<file path="src/rtl/core/mmrc_pkg.sv">
// Shared types and constants for the Modbus meter reply checker.
package mmrc_pkg;

  localparam int unsigned MAX_FRAME_DEF = 40;
  localparam int unsigned COUNT_W       = 6;
  localparam logic [COUNT_W-1:0] COUNT_SAT = 6'd63;
  localparam logic [COUNT_W-1:0] MIN_LAST_POS = 6'd14;  // position of byte 15
  localparam logic [15:0] CRC_INIT = 16'hFFFF;
  localparam logic [15:0] CRC_POLY = 16'hA001;
  localparam logic [7:0]  ADDR_RESET = 8'h01;

  typedef enum logic [1:0] {
    STAT_OK       = 2'd0,
    STAT_BAD_ADDR = 2'd1,
    STAT_BAD_CRC  = 2'd2,
    STAT_BAD_LEN  = 2'd3
  } status_t;

  typedef struct packed {
    logic [7:0] data;
    logic       last;
  } byte_item_t;

  typedef struct packed {
    status_t     status;
    logic [31:0] voltage;
    logic [31:0] current;
    logic [31:0] power;
  } result_t;

endpackage

</file>
<file path="src/rtl/core/mmrc_frame.sv">
// Per-frame state: address check, trailing CRC-16/Modbus, word assembly and held values.
module mmrc_frame import mmrc_pkg::*; #(
  parameter int unsigned MAX_FRAME = MAX_FRAME_DEF
) (
  input  logic       clk,
  input  logic       rst_n,
  input  logic       cfg_wr_en,
  input  logic [7:0] cfg_wr_data,
  input  logic       item_valid,
  output logic       item_ready,
  input  byte_item_t item,
  input  logic       res_ready,
  output logic       res_valid,
  output result_t    res
);

  function automatic logic [15:0] crc_feed(input logic [15:0] c_in, input logic [7:0] b);
    logic [15:0] c;
    c = c_in ^ {8'h00, b};
    for (int k = 0; k < 8; k++) begin
      c = c[0] ? ((c >> 1) ^ CRC_POLY) : (c >> 1);
    end
    return c;
  endfunction

  logic [7:0]         addr_r;
  logic [15:0]        crc_r, crc_nxt;
  logic [COUNT_W-1:0] count_r, count_nxt;
  logic [7:0]         dly0_r, dly0_nxt, dly1_r, dly1_nxt;
  logic               addr_ok_r, addr_ok_nxt;
  logic [31:0]        pend_r [3];
  logic [31:0]        pend_nxt [3];
  logic [31:0]        held_r [3];
  logic [31:0]        held_nxt [3];

  logic               take;
  logic [COUNT_W-1:0] pos_m3;
  logic [15:0]        crc_fed;
  status_t            status;

  assign item_ready = !item.last || res_ready;
  assign take       = item_valid && item_ready;
  assign pos_m3     = count_r - COUNT_W'(3);

  always_comb begin
    addr_ok_nxt = addr_ok_r;
    crc_nxt     = crc_r;
    count_nxt   = count_r;
    dly0_nxt    = dly0_r;
    dly1_nxt    = dly1_r;
    pend_nxt    = pend_r;
    held_nxt    = held_r;
    status      = STAT_OK;

    if (count_r == '0) begin
      addr_ok_nxt = (item.data == addr_r);
    end
    if (count_r >= COUNT_W'(3) && count_r <= MIN_LAST_POS) begin
      case (pos_m3[3:2])
        2'd0:    pend_nxt[0] = {pend_r[0][23:0], item.data};
        2'd1:    pend_nxt[1] = {pend_r[1][23:0], item.data};
        2'd2:    pend_nxt[2] = {pend_r[2][23:0], item.data};
        default: ;
      endcase
    end
    // The CRC trails the byte stream by two so the last two bytes stay out of it.
    crc_fed = (count_r >= COUNT_W'(2)) ? crc_feed(crc_r, dly1_r) : crc_r;

    if (!item.last) begin
      crc_nxt  = crc_fed;
      dly1_nxt = dly0_r;
      dly0_nxt = item.data;
      if (count_r < COUNT_SAT) begin
        count_nxt = count_r + COUNT_W'(1);
      end
    end else begin
      if (count_r < MIN_LAST_POS || count_r >= COUNT_W'(MAX_FRAME)) begin
        status = STAT_BAD_LEN;
      end else if (!addr_ok_nxt) begin
        status = STAT_BAD_ADDR;
      end else if (crc_fed[7:0] != dly0_r || crc_fed[15:8] != item.data) begin
        status = STAT_BAD_CRC;
      end else begin
        status = STAT_OK;
      end
      if (status == STAT_OK) begin
        held_nxt = pend_nxt;
      end
      crc_nxt     = CRC_INIT;
      count_nxt   = '0;
      dly0_nxt    = '0;
      dly1_nxt    = '0;
      addr_ok_nxt = 1'b0;
      for (int i = 0; i < 3; i++) begin
        pend_nxt[i] = '0;
      end
    end
  end

  assign res_valid   = take && item.last;
  assign res.status  = status;
  assign res.voltage = held_nxt[0];
  assign res.current = held_nxt[1];
  assign res.power   = held_nxt[2];

  always_ff @(posedge clk) begin
    if (!rst_n) begin
      addr_r    <= ADDR_RESET;
      crc_r     <= CRC_INIT;
      count_r   <= '0;
      dly0_r    <= '0;
      dly1_r    <= '0;
      addr_ok_r <= 1'b0;
      for (int i = 0; i < 3; i++) begin
        pend_r[i] <= '0;
        held_r[i] <= '0;
      end
    end else begin
      if (cfg_wr_en) begin
        addr_r <= cfg_wr_data;
      end
      if (take) begin
        crc_r     <= crc_nxt;
        count_r   <= count_nxt;
        dly0_r    <= dly0_nxt;
        dly1_r    <= dly1_nxt;
        addr_ok_r <= addr_ok_nxt;
        pend_r    <= pend_nxt;
        held_r    <= held_nxt;
      end
    end
  end

endmodule

</file>
<file path="config.mk">
export PLATFORM = sky130hd
export DESIGN_NAME = mmrc_frame
export DESIGN_NICKNAME = d
export VERILOG_FILES = /design/src/rtl/core/mmrc_pkg.sv /design/src/rtl/core/mmrc_frame.sv
export SDC_FILE = /design/constraint.sdc
export NUM_CORES = 1
export LEC_CHECK = 0
export ABC_AREA = 1
export BUFFER_PORTS_ARGS = -buffer_cell sky130_fd_sc_hd__buf_2
export CORE_MARGIN = 2
export CORE_UTILIZATION = 25
export DETAILED_ROUTE_END_ITERATION = 12
export GPL_ROUTABILITY_DRIVEN = 0
export PLACE_DENSITY = 0.51
export SETUP_SLACK_MARGIN = 0.4
export SYNTH_ARGS = -nofsm -noshare
export SYNTH_HDL_FRONTEND = slang
export SYNTH_SLANG_ARGS = --single-unit
</file>
<file path="constraint.sdc">
create_clock -name clk -period 5.8 [get_ports clk]
set_clock_uncertainty 0.05 [all_clocks]
set_input_delay 0.58 -clock clk [delete_from_list [all_inputs] [get_ports clk]]
set_output_delay 0.58 -clock clk [all_outputs]
set_load 0.02 [all_outputs]
</file>
Word level (Yosys, flattened, before mapping):

Index checks and enable logic that the tools add are counted.
W data, S select, Z words.

* register bits after elaboration: 239
* input port bits: 22
* output and inout port bits: 100
* logic and storage cells: 74

* add/sub/neg operators: 2
* order comparisons: 6
* equality and inequality tests: 5
* mux-type cells: 28
* bitwise operators: 9
* reduce and logical (&&, ||, !) cells: 12

Operators by type and width (count)
* $mux W96: 4
* $mux W16: 10
* $mux W32: 3
* $not A2 Y3: 8
* $mux W8: 2
* $ne A8 B8 Y1: 2
* $xor A16 B8 Y16: 1
* $ge A6 B2 Y1 const B: 2
* $mux W6: 2
* $mux W2: 5
* $eq A8 B8 Y1: 1
* $add A6 B1 Y6 const B: 1
* $ge A6 B6 Y1 const B: 1
* $le A6 B4 Y1 const B: 1
* $logic_not A6 Y1: 1
* $lt A6 B4 Y1 const B: 1
* $lt A6 B6 Y1 const B: 1
* $logic_not A2 Y1: 2
* $sub A4 B2 Y4 const B: 1
* $logic_and A1 B1 Y1: 3
* $logic_or A1 B1 Y1: 3
* $eq A2 B1 Y1 const B: 1
* $eq A2 B2 Y1 const B: 1
* $mux W1: 2
* other kinds (3): 3

Longest topological paths before layout:

* depth in word-level cells: 27
* depth in mapped cells: 23
* gate-level depth less buffers: 21

Worst setup path after synthesis:

No wires, ideal clock.

* path type: register -> output
* from: register count_r[0]
* to: output res[0] (netlist name)
* data arrival time: 2575 ps
* data required time: 5170 ps
* path slack: 2595 ps
* cell stages (with the launch flop): 20
* path buffers: 4
* cells stage by stage: dfxtp_1 inv_1 ha_1 nor2_4 nand3_2 buf_4 buf_6 nand3_1 a21oi_1 nor2_1 nand2_1 nor2_1 nand3_1 nor2_1 nand2_1 nor2_4 buf_4 buf_2 nand4_1 nand2_1

RTL lines
* start, declared: RTL line mmrc_frame.sv:28 `logic [COUNT_W-1:0] count_r, count_nxt;`
* start signal, assigned: RTL line mmrc_frame.sv:124 `count_r <= count_nxt;`
* end, declared: RTL line mmrc_frame.sv:14 `output result_t res`

==> impl_metrics.yaml <==
cts:
  clk_latency_ns: 0.58
  clockBufferDepth: 3
  htreeDepth: 1
  numCtsBuffers: 30
  cts_tree: "yes"
  cts-root-buf: "clkbuf_16"
  hold_buffers: 0
  cts.sinks: 239
  cts.reportedPaths.clkPinSlew_ns: 0.06
  cts_setup_buffers: 0
synth:
  syn_nets: 2141
  ys_ff_latch: 239
  avgSynthCellArea_sq_um: 6.20
  synth-main-ff-cell: "dfxtp_1"
  ys_warn_count: 0
  yosys-top-cells-area: "dfxtp_1 36%, nand2_1 20%, inv_1 7.4%"
  synth_top_area_share_pct: 36.5
  synth_cells: 2116
  synth_top_area_cell: "dfxtp_1"
  syn_area_sq_um: 13100
  async_flop_share_pct: 0
  synth.distinct_cells: 28
  synth_edf_count: 0
  ys_seq_area_share_pct: 36.5
pwr:
  comb_power_share_pct: 12.9
  swShare_pct: 28.2
  peakVddDrop_mv: 0.175
  pwr-share-clk_pct: 46.0
  internal_power_uw: 3050
  p_per_area_nw_per_um2: 279
  power.leakage_uw: 0.00844
  pwr-share-seq_pct: 41.1
  power_switching_uw: 1200
detailed_routing:
  drtPass1Iterations: 6
  final_antenna_net_count: 0
  viasPerCell: 4.62
  wl_per_cell_um: 14.4
  drt_wl_total_um: 41100
  drc: 0
  drt-initial-drc-count: 962
  vias: 13200
timing:
  tightest_slew_ns: 0.963
  setup_tns_ns: 0
  grt_setup_unrepaired: "no"
  relSlewSlack_pct: 35.8
  period_share_pct: 84.7
  timing.hold.ws_ns: 0.174
  slew_violations: 0
  fin_crit_ns: 4.91
  max_freq_mhz: 204
  setup_viol: 0
  hold_violations: 0
floorplanning:
  die_h_um: 233
  start_util_pct: 25.4
  die_x_um: 233
  io_pins: 122
  core_sq_um: 51600
  fp.dieArea_sq_um: 54400
  row_count: 83
global_route:
  grt_use_total_pct: 14.8
  grtUsageMet1_pct: 19.1
  gr-max-usage-layer: "met2"
  use_met3_pct: 1.92
  grt_pass1_wl_um: 64900
  grt_max_degree: 99
  antenna_found_initial: 0
  met2_usage_pct: 25.4
  grt_overflow: 0
  grt_pass1_vias: 12200
final_layout:
  area_growth_pct: 16.0
  fin_nets: 2178
  diodes: 0
  drive_gt1_share_pct: 9.20
  design_area_sq_um: 15200
  instances_no_fill: 2854
critical_path:
  slowest_delay_ns: 0.46
  critPathMostFrequentCell: "nand2_1"
  crit_fanout: 56
  slowest_stage: "buf_6"
  required_ns: 5.17
  arrival_ns: 4.28
  start_kind: "flip-flop"
  cp-end-kind: "primary output"
  critPathKind: "reg2out"
  path_cells: "inv_1 > ha_1 > nor2_4 > nand3_2 > buf_4 > inv_2 > nand2_1 > a21oi_1 > nor2_1 > nand2_1 > nor2_1 > nand3_1 > nor2_1 > nand2_1 > nor2_4 > nand3_4 > buf_6 > buf_4 > nand2_1 > nand2_1 > buf_2"
placed_design:
  place_area_sq_um: 14200
  hpwl_um: 26200
  dp_cells: 2801
  port_buffers: 121
worst_hold_path:
  hold_class: "in2reg"
run_status:
  status: "finished clean"
run:
  drv_cap: 0
-- cell families after synthesis --
logic type | Yosys count | synth area share [%]
buf+inv | 392 | 11.8
xor+xnor | 10 | 0.667
compound gates | 191 | 7.33
flops | 239 | 36.5
fa+ha+maj | 3 | 0.286
mux | 62 | 4.73
simple gates | 1219 | 38.7
-- layer usage --
layer	part of all wire [%]	vias to the layer above	wire, um
met5	0	-	0
met4	2.5	0	1020
met3	4.4	65	1820
met2	46	256	19000
met1	47	6113	19300
li1	-	6739	-
-- final timing paths --
kind	from	endpoint	slack (ns)	cells after the start
max	count_r[0]	res[51]	0.89	21
min	cfg_wr_data[0]	addr_r[0]	0.17	3
max reg2reg	count_r[0]	held_r[58]	1.96	23
min reg2reg	pend_r[55]	pend_r[55]	0.41	2
-- Yosys cell counts, types with 3 or more instances --
library cell / n
o21ai_0: 28
a21oi_1: 160
buf_4: 5
buf_1: 18
clkbuf_1: 84
ha_1: 3
nor2_4: 3
nand3_1: 153
nand4_1: 100
buf_2: 20
buf_6: 5
mux2i_1: 62
nand2_1: 704
xnor2_1: 8
nand3b_1: 5
dfxtp_1: 239
inv_1: 258
nor2_1: 247
-- final cells by class --
type / count / area (sq um)
sequential: 239 / 4780
fill: 5751 / 36400
multi-input combinational: 1485 / 6840
timing repair buffer: 137 / 754
clock buffer: 44 / 885
inverter: 260 / 986
tap: 680 / 851
clock inverter: 9 / 129
-- critical path: cells and delay by family (launching register included) --
| kind | cells | cell delay [ns] |
|---|---|---|
| buf+inv | 6 | 1.66 |
| simple gates | 13 | 1.24 |
| flops | 1 | 0.36 |
| compound gates | 1 | 0.17 |
| fa+ha+maj | 1 | 0.24 |
-- power groups by stage --
stage / registers (uW) / logic, uW / clock network, uW
floorplan: 1770 / 396 / 0
global placement: 1780 / 543 / 0
detailed placement: 1780 / 551 / 0
CTS: 1740 / 553 / 2020
global route: 1750 / 617 / 2080
finish: 1740 / 547 / 1950
-- placed cells by master, fill, tap and decap left out, types with 28 or more instances in the layout --
master / synthesis / final
mux2i_1: 62 / 62
o21ai_0: 28 / 28
nand3_1: 153 / 151
nor2_1: 247 / 245
nand4_1: 100 / 100
buf_2: 20 / 121
dfxtp_1: 239 / 239
a21oi_1: 160 / 160
inv_1: 258 / 256
nand2_1: 704 / 702
clkbuf_16: 0 / 31
-- sequential cells by signal, summed over array words and instances (netlist names) --
| register | flops |
|---|---|
| count_r | 6 |
| crc_r | 16 |
| dly1_r | 8 |
| held_r | 96 |
| addr_r | 8 |
| dly0_r | 8 |
| addr_ok_r | 1 |
| pend_r | 96 |
-- repair_timing --
action	in CTS	in global routing
hold endpoints to repair	0	0
endpoints found under the setup margin	0	30
resized for setup	0	1
-- per-stage QoR --
stage / setup WS, ns / utilization, % / total power, uW
6_report: 0.886 / 29.5 / 4240
5_1_grt: 0.497 / 29.5 / 4450
4_1_cts: 0.675 / 29.5 / 4320
3_5_place_dp: 1.31 / 27.5 / 2330
3_3_place_gp: 1.39 / 27.5 / 2320
2_1_floorplan: 2.60 / - / 2160
(Power assumes the default switching activity.)
